===== src/rtl/core/csvfs_pkg.sv =====
// shared types and character codes for the csv field splitter
package csvfs_pkg;

  localparam logic [7:0] CH_QUOTE = 8'h22;
  localparam logic [7:0] CH_COMMA = 8'h2C;
  localparam logic [7:0] CH_LF    = 8'h0A;
  localparam logic [7:0] CH_CR    = 8'h0D;

  localparam logic KIND_DATA = 1'b0;
  localparam logic KIND_END  = 1'b1;

  typedef struct packed {
    logic [7:0] in_byte;
    logic       last_byte;
  } csvfs_in_t;

  typedef struct packed {
    logic       result_kind;
    logic [7:0] data_byte;
    logic       field_empty;
    logic       end_of_input;
  } csvfs_out_t;

  // results caused by one input byte, in issue order: data or field end, then final end
  typedef struct packed {
    logic       data_vld;
    logic       end_vld;
    logic       end_empty;
    logic       fin_vld;
    logic       fin_empty;
    logic [7:0] data_byte;
  } csvfs_cmd_t;

endpackage


===== src/rtl/core/csvfs_front.sv =====
// front part: parser state and per-byte classification into result commands
module csvfs_front (
  input  logic                  clk,
  input  logic                  rst,
  input  logic                  in_valid,
  output logic                  in_ready,
  input  csvfs_pkg::csvfs_in_t  in_data,
  input  logic                  q_full,
  output logic                  q_push,
  output csvfs_pkg::csvfs_cmd_t q_cmd
);
  import csvfs_pkg::*;

  logic at_field_start, quoted_field, quotes_closed;
  logic trail_byte_due, skip_linefeed, field_has_data;
  logic at_field_start_next, quoted_field_next, quotes_closed_next;
  logic trail_byte_due_next, skip_linefeed_next, field_has_data_next;
  logic accept;

  assign in_ready = !q_full;
  assign accept   = in_valid && in_ready;

  always_comb begin
    logic [7:0] b;
    logic       term;
    logic       closed_now;
    b          = in_data.in_byte;
    term       = (b == CH_COMMA) || (b == CH_CR) || (b == CH_LF);
    closed_now = quotes_closed ^ (quoted_field && (b == CH_QUOTE));

    at_field_start_next = at_field_start;
    quoted_field_next   = quoted_field;
    quotes_closed_next  = quotes_closed;
    trail_byte_due_next = trail_byte_due;
    skip_linefeed_next  = skip_linefeed;
    field_has_data_next = field_has_data;
    q_cmd               = '0;
    q_cmd.data_byte     = b;

    if (trail_byte_due) begin
      trail_byte_due_next = 1'b0;
      q_cmd.data_vld      = 1'b1;
      field_has_data_next = 1'b1;
    end else begin
      skip_linefeed_next = 1'b0;
      if (skip_linefeed && (b == CH_LF)) begin
        // lone lf after a terminator is dropped
      end else if (at_field_start && (b == CH_QUOTE)) begin
        at_field_start_next = 1'b0;
        quoted_field_next   = 1'b1;
        quotes_closed_next  = 1'b0;
      end else begin
        at_field_start_next = 1'b0;
        if (b[7]) begin
          trail_byte_due_next = 1'b1;
          q_cmd.data_vld      = 1'b1;
          field_has_data_next = 1'b1;
        end else begin
          quotes_closed_next = closed_now;
          if ((!quoted_field || closed_now) && term) begin
            q_cmd.end_vld       = 1'b1;
            q_cmd.end_empty     = !field_has_data;
            at_field_start_next = 1'b1;
            quoted_field_next   = 1'b0;
            quotes_closed_next  = 1'b0;
            field_has_data_next = 1'b0;
            skip_linefeed_next  = 1'b1;
          end else if (!closed_now) begin
            q_cmd.data_vld      = 1'b1;
            field_has_data_next = 1'b1;
          end
        end
      end
    end

    if (in_data.last_byte) begin
      q_cmd.fin_vld       = 1'b1;
      q_cmd.fin_empty     = !field_has_data_next;
      at_field_start_next = 1'b1;
      quoted_field_next   = 1'b0;
      quotes_closed_next  = 1'b0;
      trail_byte_due_next = 1'b0;
      skip_linefeed_next  = 1'b0;
      field_has_data_next = 1'b0;
    end
  end

  assign q_push = accept && (q_cmd.data_vld || q_cmd.end_vld || q_cmd.fin_vld);

  always_ff @(posedge clk) begin
    if (rst) begin
      at_field_start <= 1'b1;
      quoted_field   <= 1'b0;
      quotes_closed  <= 1'b0;
      trail_byte_due <= 1'b0;
      skip_linefeed  <= 1'b0;
      field_has_data <= 1'b0;
    end else if (accept) begin
      at_field_start <= at_field_start_next;
      quoted_field   <= quoted_field_next;
      quotes_closed  <= quotes_closed_next;
      trail_byte_due <= trail_byte_due_next;
      skip_linefeed  <= skip_linefeed_next;
      field_has_data <= field_has_data_next;
    end
  end

endmodule


===== src/rtl/core/csvfs_queue.sv =====
// command queue between front and back parts
module csvfs_queue #(
  parameter int DEPTH = 4
) (
  input  logic                  clk,
  input  logic                  rst,
  input  logic                  push,
  input  csvfs_pkg::csvfs_cmd_t push_cmd,
  input  logic                  pop,
  output csvfs_pkg::csvfs_cmd_t head_cmd,
  output logic                  empty,
  output logic                  full
);
  import csvfs_pkg::*;

  localparam int PTR_W = (DEPTH > 1) ? $clog2(DEPTH) : 1;
  localparam int CNT_W = $clog2(DEPTH + 1);
  localparam logic [PTR_W-1:0] LAST_PTR = PTR_W'(DEPTH - 1);
  localparam logic [CNT_W-1:0] FULL_CNT = CNT_W'(DEPTH);

  csvfs_cmd_t       mem [DEPTH];
  logic [PTR_W-1:0] wr_ptr, rd_ptr;
  logic [CNT_W-1:0] count;
  logic             do_push, do_pop;

  assign empty    = (count == '0);
  assign full     = (count == FULL_CNT);
  assign do_push  = push && !full;
  assign do_pop   = pop && !empty;
  assign head_cmd = mem[rd_ptr];

  always_ff @(posedge clk) begin
    if (do_push) begin
      mem[wr_ptr] <= push_cmd;
    end
  end

  always_ff @(posedge clk) begin
    if (rst) begin
      wr_ptr <= '0;
      rd_ptr <= '0;
      count  <= '0;
    end else begin
      if (do_push) begin
        wr_ptr <= (wr_ptr == LAST_PTR) ? '0 : wr_ptr + 1'b1;
      end
      if (do_pop) begin
        rd_ptr <= (rd_ptr == LAST_PTR) ? '0 : rd_ptr + 1'b1;
      end
      case ({do_push, do_pop})
        2'b10:   count <= count + 1'b1;
        2'b01:   count <= count - 1'b1;
        default: count <= count;
      endcase
    end
  end

endmodule


===== src/rtl/core/csvfs_back.sv =====
// back part: unpacks commands into single results behind an output register
module csvfs_back (
  input  logic                  clk,
  input  logic                  rst,
  input  csvfs_pkg::csvfs_cmd_t head_cmd,
  input  logic                  q_empty,
  output logic                  q_pop,
  output logic                  out_valid,
  input  logic                  out_ready,
  output csvfs_pkg::csvfs_out_t out_data
);
  import csvfs_pkg::*;

  csvfs_cmd_t cur, cur_next;
  csvfs_out_t res, out_reg;
  logic       out_vld, out_vld_next;
  logic       cur_busy, out_free;

  assign cur_busy = cur.data_vld || cur.end_vld || cur.fin_vld;
  assign out_free = !out_vld || out_ready;

  always_comb begin
    csvfs_cmd_t after;
    after = cur;
    res   = '0;
    if (cur.data_vld) begin
      res.result_kind = KIND_DATA;
      res.data_byte   = cur.data_byte;
      after.data_vld  = 1'b0;
    end else if (cur.end_vld) begin
      res.result_kind = KIND_END;
      res.field_empty = cur.end_empty;
      after.end_vld   = 1'b0;
    end else begin
      res.result_kind  = KIND_END;
      res.field_empty  = cur.fin_empty;
      res.end_of_input = 1'b1;
      after.fin_vld    = 1'b0;
    end
    if (!(out_free && cur_busy)) begin
      after = cur;
    end

    // refill as soon as the held command has nothing left to issue
    q_pop    = !(after.data_vld || after.end_vld || after.fin_vld) && !q_empty;
    cur_next = q_pop ? head_cmd : after;
    out_vld_next = out_free ? cur_busy : out_vld;
  end

  always_ff @(posedge clk) begin
    if (rst) begin
      cur.data_vld <= 1'b0;
      cur.end_vld  <= 1'b0;
      cur.fin_vld  <= 1'b0;
      out_vld      <= 1'b0;
    end else begin
      cur.data_vld <= cur_next.data_vld;
      cur.end_vld  <= cur_next.end_vld;
      cur.fin_vld  <= cur_next.fin_vld;
      out_vld      <= out_vld_next;
    end
    cur.end_empty <= cur_next.end_empty;
    cur.fin_empty <= cur_next.fin_empty;
    cur.data_byte <= cur_next.data_byte;
    if (out_free && cur_busy) begin
      out_reg <= res;
    end
  end

  assign out_valid = out_vld;
  assign out_data  = out_reg;

endmodule


===== src/rtl/core/csv_field_splitter_unit.sv =====
// top level of the csv field splitter: front, command queue and back part
// results pass the queue entry, the held command and the output register
// throughput: one byte per cycle unless the queue is full; results leave
// at one per cycle while out_ready, so two-result bytes take queue slack
// reset: parser flags return to the start of a stream, queue and output empty
module csv_field_splitter_unit #(
  parameter int QUEUE_DEPTH = 4
) (
  input  logic                 clk,
  input  logic                 rst,
  input  logic                 in_valid,
  output logic                 in_ready,
  input  csvfs_pkg::csvfs_in_t in_data,
  output logic                 out_valid,
  input  logic                 out_ready,
  output csvfs_pkg::csvfs_out_t out_data
);
  import csvfs_pkg::*;

  csvfs_cmd_t push_cmd, head_cmd;
  logic       q_push, q_pop, q_empty, q_full;

  csvfs_front u_front (
    .clk      (clk),
    .rst      (rst),
    .in_valid (in_valid),
    .in_ready (in_ready),
    .in_data  (in_data),
    .q_full   (q_full),
    .q_push   (q_push),
    .q_cmd    (push_cmd)
  );

  csvfs_queue #(
    .DEPTH (QUEUE_DEPTH)
  ) u_queue (
    .clk      (clk),
    .rst      (rst),
    .push     (q_push),
    .push_cmd (push_cmd),
    .pop      (q_pop),
    .head_cmd (head_cmd),
    .empty    (q_empty),
    .full     (q_full)
  );

  csvfs_back u_back (
    .clk       (clk),
    .rst       (rst),
    .head_cmd  (head_cmd),
    .q_empty   (q_empty),
    .q_pop     (q_pop),
    .out_valid (out_valid),
    .out_ready (out_ready),
    .out_data  (out_data)
  );

endmodule


===== config.mk =====
export PLATFORM = sky130hd
export DESIGN_NAME = csv_field_splitter_unit
export DESIGN_NICKNAME = d
export VERILOG_FILES = /design/src/rtl/core/csvfs_pkg.sv /design/src/rtl/core/csvfs_front.sv /design/src/rtl/core/csvfs_queue.sv /design/src/rtl/core/csvfs_back.sv /design/src/rtl/core/csv_field_splitter_unit.sv
export SDC_FILE = /design/constraint.sdc
export NUM_CORES = 1
export LEC_CHECK = 0
export ABC_AREA = 1
export BUFFER_PORTS_ARGS = -buffer_cell sky130_fd_sc_hd__buf_2
export CORE_MARGIN = 3
export CORE_UTILIZATION = 45
export CTS_CLUSTER_DIAMETER = 30
export DETAILED_ROUTE_END_ITERATION = 8
export GPL_ROUTABILITY_DRIVEN = 0
export GPL_TIMING_DRIVEN = 0
export PLACE_DENSITY_LB_ADDON = 0.1
export SYNTH_ARGS = -nofsm -noshare
export SYNTH_HDL_FRONTEND = slang
export SYNTH_HIERARCHICAL = 1
export SYNTH_SLANG_ARGS = --single-unit

===== constraint.sdc =====
create_clock -name clk -period 2.4 [get_ports clk]
set_clock_uncertainty 0.2 [all_clocks]
set_input_delay 0.24 -clock clk [delete_from_list [all_inputs] [get_ports clk]]
set_output_delay 0.24 -clock clk [all_outputs]
set_load 0.05 [all_outputs]

Word level (Yosys, flattened, before mapping) --
Memory sizes are Yosys's and may differ from the RTL's. A register that Yosys moved wholly into a read port is not among the register bits. Index checks and enable logic that the tools add are counted.
Operators by class: $add $sub $neg 4, equality and inequality tests 12, multiplexer cells 58, bitwise operators 1, reduce and logical (&&, ||, !) cells 34
Operators by type and width (count):
- $mux W1 | 45
- $mux W13 | 2
- $eq A8 B4 Y1 const B | 2
- $eq A8 B6 Y1 const B | 2
- $mux W2 | 8
- $logic_and A1 B1 Y1 | 10
- $logic_or A1 B1 Y1 | 10
- $logic_not A1 Y1 | 7
- $eq A2 B2 Y1 const B | 3
- $mux W3 | 2
- $pmux W3 S2 | 1
- $reduce_and A5 Y1 | 1
- $add A2 B1 Y2 const B | 2
- $ne A2 B2 Y1 const B | 2
- $reduce_and A4 Y1 | 1
- $add A3 B1 Y3 const B | 1
- $eq A3 B3 Y1 const B | 1
- $logic_not A3 Y1 | 1
- $ne A3 B2 Y1 const B | 1
- $reduce_and A3 Y1 | 1
- $reduce_bool A3 Y1 | 1
- $sub A3 B1 Y3 const B | 1
- $eq A2 B1 Y1 const B | 1
- $reduce_and A2 Y1 | 1
- other kinds (2) | 2
Storage, ports and cells: register bits after elaboration 38, RAM bits 52, bits of input ports 13, output and inout bits 13, memories 1
Memories:
- u_queue.mem | depth 4, width 13, read ports 1, clocked after memory_dff 1, wr ports 1, RTL line csvfs_queue.sv:21 | csvfs_cmd_t mem [DEPTH];

Longest topological paths before layout --
Gate-level depths: netlist of run 1.
word-level depth 17, gate-level depth with buffers 20, gate-level depth less buffers 20

Modules after synthesis --
The synthesis of run 1 kept the hierarchy.
Modules (own cells, without submodules):
- csvfs_queue | instances 1, cells each 198, area each 2507.4 µm²
- csvfs_back | instances 1, cells each 90, area each 1029.7 µm²
- csvfs_front | instances 1, cells each 94, area each 651.9 µm²

Worst setup path before layout of run 1 --
No wires, ideal clock.
path type register to register, start register u_queue.count[1], end memory u_queue/mem[0][0] (netlist name), enable pin, data arrival time 2110 ps, slack -292 ps, cell stages (with the launch flop) 9, clock period less this slack 2692 ps, cell sequence dfxtp_1 nor2_2 nand2_2 inv_1 inv_1 nand2_1 a41oi_1 nand2_4 nor2_1
On the way: cells in the longest elaborated chain, start to end 7
Ends and longest elaborated chain:
- from (decl) | RTL line csvfs_queue.sv:23 | logic [CNT_W-1:0] count;
- from (signal assigned) | RTL line csvfs_queue.sv:51 | 2'b10: count <= count + 1'b1;
- from (signal assigned) | RTL line csvfs_queue.sv:52 | 2'b01: count <= count - 1'b1;
- from (signal assigned) | RTL line csvfs_queue.sv:53 | default: count <= count;
- $eq A3 B3 Y1 | RTL line csvfs_queue.sv:27 | assign full = (count == FULL_CNT);
- named net q_full | RTL line csv_field_splitter_unit.sv:21 | logic q_push, q_pop, q_empty, q_full;
- $logic_not A1 Y1 | RTL line csvfs_front.sv:20 | assign in_ready = !q_full;
- named net in_ready | RTL line csv_field_splitter_unit.sv:12 | output logic in_ready,
- $logic_and A1 B1 Y1 | RTL line csvfs_front.sv:21 | assign accept = in_valid && in_ready;
- $logic_and A1 B1 Y1 | RTL line csvfs_front.sv:88 | assign q_push = accept && (q_cmd.data_vld || q_cmd.end_vld || q_cmd.fin_vld);
- named net q_push | RTL line csv_field_splitter_unit.sv:21
- $logic_and A1 B1 Y1 | RTL line csvfs_queue.sv:28 | assign do_push = push && !full;
- $mux W1 | RTL line csvfs_queue.sv:33 | if (do_push) begin
- $mux W1 (implied by the code) | RTL line csvfs_queue.sv:34 | mem[wr_ptr] <= push_cmd;
- to (decl) | RTL line csvfs_queue.sv:21
The timed path passes the listed nets, and every way through them passes these cells.

Worst setup path after layout of run 1 --
start register u_front.quoted_field, end memory u_queue/mem[2][12] (netlist name), enable pin
On the way: cells in the longest elaborated chain, start to end 15
Ends and longest elaborated chain:
- from (decl) | RTL line csvfs_front.sv:14 | logic at_field_start, quoted_field, quotes_closed;
- from (signal assigned) | RTL line csvfs_front.sv:100 | quoted_field <= quoted_field_next;
- $logic_and A1 B1 Y1 | RTL line csvfs_front.sv:29 | closed_now = quotes_closed ^ (quoted_field && (b == CH_QUOTE));
- $xor A1 B1 Y1 | RTL line csvfs_front.sv:29
- $logic_or A1 B1 Y1 | RTL line csvfs_front.sv:60 | if ((!quoted_field || closed_now) && term) begin
- $logic_and A1 B1 Y1 | RTL line csvfs_front.sv:60
- $mux W1 or $mux W2 (tied branches) | RTL line csvfs_front.sv:60
- $mux W1 or $mux W2 (tied branches) | RTL line csvfs_front.sv:54 | if (b[7]) begin
- $mux W3 * | RTL line csvfs_front.sv:48 | end else if (at_field_start && (b == CH_QUOTE)) begin
- $mux W3 * | RTL line csvfs_front.sv:46 | if (skip_linefeed && (b == CH_LF)) begin
- $mux W1 or $mux W2 (tied branches) | RTL line csvfs_front.sv:40 | if (trail_byte_due) begin
- $logic_or A1 B1 Y1 * (2 in a row) | RTL line csvfs_front.sv:88
- $logic_and A1 B1 Y1 * | RTL line csvfs_front.sv:88
- named net q_push | RTL line csv_field_splitter_unit.sv:21
- $logic_and A1 B1 Y1 * | RTL line csvfs_queue.sv:28
- $mux W1 * | RTL line csvfs_queue.sv:33
- $mux W1 (implied by the code) * | RTL line csvfs_queue.sv:34
The timed path passes the listed nets; every way through them passes the cells marked *.

==> summary.txt, run 1 <==
Outcome: finished clean
Syn Inst Count: 382
Placed Cells: 515
Worst hold-check path type: input pin to flip-flop
Final-report max-slew violation count: 0
Die ar.: 10,500 um2
Register area share after synthesis: 61.41%
Syn Area/Cell: 10.97 um2
Total grt overflow: 0
Critical Path Max Stage Delay: 0.61 ns
Cell area after layout: 5026 um2
Drt drc: 0
DR vias/cell: 4.875
Die Span Y: 102.5 um
Hpwl dp: 5.137 mm
Yosys warns: 6
RSZ-0062 raised after global routing: true
Min Tclk post-route: 2.381 ns
Highest routed layer: met4
CP Max Fanout: 13
DIE WIDTH: 102.5 um
Fin cells: 560
Pin count of the biggest net entering global routing: 17
Final period utilization: 99.21%
Synthesis-to-layout area growth: 19.98%
F_max: 0.4200 GHz
Crit. End Element: flip-flop
Antenna-violating nets left: 0
Fin util: 56.53%
Worst slew margin: 48.45%
Leading cell type in the layout, fill and taps excluded: edfxtp_1
Root Buffer: clkbuf_8
CP Buf/Inv Count: 0
Ant. Diodes: 0
Worst-path clk slew: 0.09 ns
Top Ports: 26
Tot GR Track Use: 15.13%
Worst-Margin Slew: 0.7725 ns
Initial DRT Pass Iterations: 4
Routed met1 length: 3.468 mm
Cell family with most CP delay: simple AND/OR/NAND/NOR gates
Routed WL per cell: 13.68 um
Pwr/cell area: 1327 nW/um2
Critical Path Most Common Cell: nand2_4
Final nets: 467
CP startpoint kind: flip-flop
Yosys cell types: 37
Post-placement cell area: 4498 um2
Initial Util: 47.12%
Via Count: 2,730
Max-Cap Viols: 0
Net count after synthesis: 402
Number of global-route vias before repair: 2,528
Clock Latency Late Sink: 0.36 ns
Drt total wl: 7.660 mm
Clock sinks: 92
Htree depth: 3
Peak supply drop: 0.5264 mV
Mapped cell area: 4189 um2
Metal2 WL: 3.732 mm
First-pass GRT wire length: 11.85 mm
Core area: 8891 um2
Ratio of cells with drive above 1 in the final layout: 34.96%
#FFs+latches synth: 92
Critical-path cell list: nand3_1 > nand2_2 > nand2_2 > nand2_4 > nand2_4 > nand2_4 > a41oi_4 > nand2_4 > nor2_2
Most frequent cells in the layout: edfxtp_1, inv_1, nor2_1
Lkg Pwr: 2.053 nW
Hold Vio Cnt, Final: 0
Worst EP arrival: 2.17 ns
TritonCTS buffer count: 9
Final Setup Violations: 0
Crit path kind: flip-flop to flip-flop
Number of port buffers: 25
Routed length on met3: 346 um
FP Rows: 34
Antenna violations before repair: 0
Iter 0 DRT Violations: 98
CP Data Required Time: 2.19 ns
Max Buffers Root-to-Sink: 2
CP max-delay cell: nor2_2
CTS tree: yes
## state kept, by name, indices dropped and copies added, names as in the netlist, named ones only
name / count
u_front/quotes_closed: 1
u_queue/rd_ptr: 2
u_front/field_has_data: 1
u_queue/wr_ptr: 2
u_queue/mem: 52
u_front/trail_byte_due: 1
u_back/out_valid: 1
u_front/at_field_start: 1
u_front/skip_linefeed: 1
u_back/out_data: 11
u_back/cur: 13
u_queue/count: 3
u_front/quoted_field: 1
## metal layers
metal  track usage (%)  vias up
met2             24.83       52
met1             19.56     1268
met3             3.276       10
met5                 0        -
li1                  -     1400
met4             6.054        0
## per-stage QoR
step | worst slack [ns] | power [W] | TNS [ns] | hold WS (ns)
floorplan | 0.04986 | 0.004415 | 0 | 0.1024
global placement | -0.4535 | 0.004924 | -23.63 | 0.2843
detailed placement | -0.4839 | 0.004967 | -25.54 | 0.2890
CTS | -0.07703 | 0.006214 | -3.344 | 0.003602
global route | -0.1357 | 0.007120 | -2.480 | 0.001059
finish | 0.01892 | 0.006669 | 0 | 0.01448
## power by group
part / internal, W / leakage (nW) / switching, W
clock: 0.000594 / 0.114 / 0.000552
sequential: 0.00232 / 0.834 / 0.000157
combinational: 0.00117 / 1.10 / 0.00187
total: 0.00409 / 2.05 / 0.00258
## cell type report
class / count / area (um2)
inverters: 60 / 251.5
multi-input cells: 212 / 1292
repair inverters: 1 / 8.758
plain buffers: 18 / 175.2
clock inverters: 7 / 96.34
clock buffers: 9 / 123.9
well taps: 108 / 135.1
repair buffers: 53 / 350.3
fillers: 758 / 3865
flip-flops and latches: 92 / 2592
## cell families after synthesis
group	after synthesis	share of synthesized area, %
muxes	1	0.2390
DFF	92	61.41
AOI/OAI and AO/OA	61	8.364
and+or+nand+nor	143	18.19
buffers and inverters	78	9.528
adders and majority gates	7	2.270
## worst register-to-register path, cell delays in order, from the launching register on
cell and delay (ns):
dfxtp_4 0.37, nand3_1 0.09, nand2_2 0.07, nand2_2 0.09, nand2_4 0.07, nand2_4 0.08, nand2_4 0.07, a41oi_4 0.21
nand2_4 0.14, nor2_2 0.62
## final timing paths
check                                          start            endpoint  slack [ns]  cells past startpoint
worst min register to register         u_back/cur[9]       u_back/cur[9]        0.30                      2
worst min-delay path                      in_data[6]   u_queue/mem[3][5]        0.01                      2
worst max register to register  u_front/quoted_field  u_queue/mem[2][12]        0.02                      9
worst max-delay path            u_front/quoted_field  u_queue/mem[2][12]        0.02                      9
## cell usage after synthesis (all sizes together)
cell	n	area (um2)
a21oi	14	88.84
a41oi	1	8.760
buf	17	162.6
clkbuf	1	3.750
dfxtp	19	380.4
edfxtp	73	2192
fa	1	20.02
ha	6	75.07
inv	60	232.7
mux2i	1	10.01
nand2	53	254.0
nand3	14	115.1
nand3b	2	15.01
nand4	5	37.53
nor2	64	305.3
nor3	5	35.03
o21ai	32	163.9
o21bai	1	7.510
o22ai	13	81.33
## repair_timing
action | in CTS | in global routing
hold buffers | 6 | 0
setup endpoints to repair | 54 | 54
pin swaps | 0 | 7
gates cloned | 0 | 1
buffers inserted | 1 | 21
resized for setup | 13 | 13
hold endpoints to repair | 16 | 0
(Power assumes the default switching activity.)
==> run 2, diff against run 1 <==
--- a/config.mk
+++ b/config.mk
@@ -5,10 +5,10 @@
 export SDC_FILE = /design/constraint.sdc
 export NUM_CORES = 1
 export LEC_CHECK = 0
-export ABC_AREA = 1
 export BUFFER_PORTS_ARGS = -buffer_cell sky130_fd_sc_hd__buf_2
 export CORE_MARGIN = 3
 export CORE_UTILIZATION = 45
+export CTS_BUF_LIST = sky130_fd_sc_hd__clkbuf_4
 export CTS_CLUSTER_DIAMETER = 30
 export DETAILED_ROUTE_END_ITERATION = 8
 export GPL_ROUTABILITY_DRIVEN = 0
==> run 2 against run 1 <==
- critical endpoint is now u_queue/count[2]
- global-route usage grew 0.25 points
- first-iteration DRC count grew 23%
- power shrank 19%
- highest routed layer unchanged
- core utilization shrank 0.68 points
- the run now ends with negative setup slack left
- die area shrank 1.9%
- count of clock-buffer cells in the layout is the same
- combinational power shrank 31%
- register-to-register slack lost 0.30 ns
==> summary.txt, run 2 <==
CP Data Required Time: 2.57 ns (+0.38 ns)
Highest routed layer: met4
Yosys cell types: 61 (+65%)
Filler instances: 722 (-4.7%)
Min Tclk post-route: 2.711 ns (+0.3300 ns)
First-pass GRT wire length: 12.11 mm (+2.2%)
Peak supply drop: 0.4361 mV (-17%)
Most used DFF post-synth: edfxtp_1
Yosys warns: 6 (unchanged)
Max reg flops: 52 (unchanged)
#FFs+latches synth: 92 (unchanged)
Hold Vio Cnt, Final: 0 (unchanged)
Syn Inst Count: 281 (-26%)
Min-Delay Endpoint: u_queue/mem[2][7]
Crit. End Element: flip-flop
Failing checks: negative setup slack
Cells on Worst Hold Path: 2 (unchanged)
Total grt overflow: 0 (unchanged)
Max-Cap Viols: 0 (unchanged)
Pre-CTS WS: -0.9088 ns (-0.4249 ns)
Antenna violations before repair: 0 (unchanged)
PnR Total Power: 0.005376 W (-19%)
Leading cell type in the layout, fill and taps excluded: edfxtp_1
Ant. Diodes: 0 (unchanged)
Worst-Margin Slew: 0.8018 ns (+0.02931 ns)
Clock sinks: 92 (unchanged)
Final nets: 367 (-21%)
TritonCTS buffer count: 9 (unchanged)
Most frequent cells in the layout: edfxtp_1, buf_4, buf_2
Htree depth: 3 (unchanged)
Flop2flop setup slack: -0.28 ns (-0.30 ns)
Pwr/cell area: 1093 nW/um2 (-18%)
Metal2 WL: 3.466 mm (-7.1%)
Number of global-route vias before repair: 2,415 (-4.5%)
Initial DRT Pass Iterations: 4 (unchanged)
DR vias/cell: 5.287 (+8.5%)
Top cells by area, synth: edfxtp_1, dfxtp_1, mux4_2
Top cells by count, synth: edfxtp_1, dfxtp_1, inv_1, nor2_1, mux4_2
CTS tree: yes
Initial Util: 46.63% (-0.48 points)
F_max: 0.3689 GHz (-12%)
Tot GR Track Use: 15.39% (+0.25 points)
Outcome: finished, violations left
Ratio of cells with drive above 1 in the final layout: 39.77% (+4.8 points)
CP Max Fanout: 8 (-5)
Register area share after synthesis: 62.64% (+1.2 points)
Post-synth EDFFs: 73 (unchanged)
Routed met1 length: 3.341 mm (-3.7%)
R2R Path End: u_queue/count[2]
Worst EP arrival: 2.88 ns (+0.71 ns)
Routed length on met3: 205 um (-41%)
Core area: 8806 um2 (-0.96%)
Yosys top cell area share: 53.38% (+1.1 points)
Crit path kind: input pin to flip-flop
Hpwl dp: 4.553 mm (-11%)
Pin count of the biggest net entering global routing: 18 (+1)
Synthesis-to-layout area growth: 19.77%
Routed WL per cell: 15.42 um (+13%)
DIE WIDTH: 101.5 um (-0.93%)
Mapped cell area: 4106 um2 (-2.0%)
Die ar.: 10,310 um2 (-1.9%)
Worst setup margin: -0.3111 ns (-0.3300 ns)
Drt drc: 0 (unchanged)
Clock Latency Late Sink: 0.42 ns (+0.06 ns)
Antenna-violating nets left: 0 (unchanged)
Worst-path clk slew: 0.15 ns (+0.06 ns)
Die Span Y: 101.5 um (-0.93%)
Worst hold-check path type: input pin to flip-flop
Final-report max-slew violation count: 0 (unchanged)
Placed Cells: 414 (-20%)
Final Setup Violations: 2 (+2)
Cell taking the most area after synthesis: edfxtp_1
Async SR Flop Fraction: 0% (unchanged)
Number of port buffers: 25 (unchanged)
Fin cells: 460 (-18%)
Post-route setup TNS: -0.4368 ns (-0.4368 ns)
RSZ-0062 raised after global routing: true
Drt total wl: 7.093 mm (-7.4%)
Final period utilization: 113.0% (+14 points)
CP startpoint kind: input pin
Syn Area/Cell: 14.61 um2 (+33%)
Max Buffers Root-to-Sink: 2 (unchanged)
Hold Startpoint: in_data[8]
Root Buffer: clkbuf_4
Worst slew margin: 46.35% (-2.1 points)
Reg with most FFs: u_queue/mem
Count leader, synth: edfxtp_1
Reg2Reg Launch Point: u_queue/count[2]
FP Rows: 34 (unchanged)
Lkg Pwr: 1.768 nW (-14%)
Net count after synthesis: 301 (-25%)
Via Count: 2,432 (-11%)
Iter 0 DRT Violations: 121 (+23%)
Top Ports: 26 (unchanged)
Worst r2r path cells: 14 (+5)
[run 2: how the worst max path moves through the flow]
| stage | startpoint | to | slack [ns] | depth (start not counted) |
|---|---|---|---|---|
| finish | in_data[8] | u_queue/count[2] | -0.31 | 13 |
| global route | u_queue/count[2] | u_queue/count[2] | -0.38 | 14 |
| CTS | u_back/cur[12] | u_queue/count[2] | -0.33 | 12 |
| detailed placement | in_data[8] | u_queue/count[2] | -0.91 | 14 |
| global placement | in_data[8] | u_queue/count[2] | -0.86 | 14 |
| floorplan | in_data[3] | u_queue/count[2] | -0.58 | 12 |
[run 2: routing by layer]
metal	up-vias	GRT usage, %
met1	1183	20.69
met3	8	2.548
li1	1199	-
met2	42	24.90
met4	0	6.442
met5	-	0
[run 2: per-stage QoR]
stage | hold slack, ns | utilization [%] | instance area, um2
after CTS | 0.007867 | 55.68 | 4903
after detailed placement | 0.2905 | 50.14 | 4415
after floorplan | 0.1017 | - | 4155
final | 0.04251 | 55.85 | 4918
after global placement | 0.2809 | 50.14 | 4415
after global routing | 0.02062 | 55.85 | 4918
[run 2: cells by family (layout without fill, tap and decap cells)]
kind of cell             Yosys count  in the layout  share of synthesized area [%]
AND/OR/NAND/NOR                   93             93                          15.05
buffers and inverters             34            105                          4.601
flip-flops                        92             92                          62.64
adder cells (fa/ha/maj)            8              8                          2.590
multiplexers                      15             15                          7.617
AO/OA/AOI/OAI                     36             36                          6.856
XOR/XNOR                           3              3                         0.6400
[run 2: area by class of cell]
class	count	area, um2	share of cell area, %
Clock inverter	7	81.33	1.654
Clock buffer	9	67.56	1.374
Sequential cell	92	2604	52.94
Buffer	17	112.6	2.289
Multi-Input combinational cell	155	1460	29.69
Inverter	14	55.05	1.119
Tap cell	108	135.1	2.747
Timing Repair Buffer	58	402.9	8.191
[run 2: where the power goes]
group	total (W)	switching [W]	internal, W
combinational	0.00210	0.00123	0.000874
sequential	0.00239	0.000135	0.00226
clock	0.000882	0.000545	0.000337
[run 2: timing repair]
item	in CTS	in global routing
setup buffers	20	1
hold buffers	12	0
hold endpoints to repair	36	0
pin swaps	11	2
endpoints found under the setup margin	53	6
gates cloned	0	0
gates resized for setup	32	6
[run 2: worst max-delay path, cell delays in order]
cell	delay [ns]
buf_2	0.15
or3_4	0.38
or4_4	0.56
o211ai_4	0.11
a31oi_4	0.11
and2_4	0.16
inv_2	0.06
ha_4	0.13
inv_2	0.03
fa_2	0.32
xor2_1	0.15
or3_4	0.33
a21oi_2	0.12
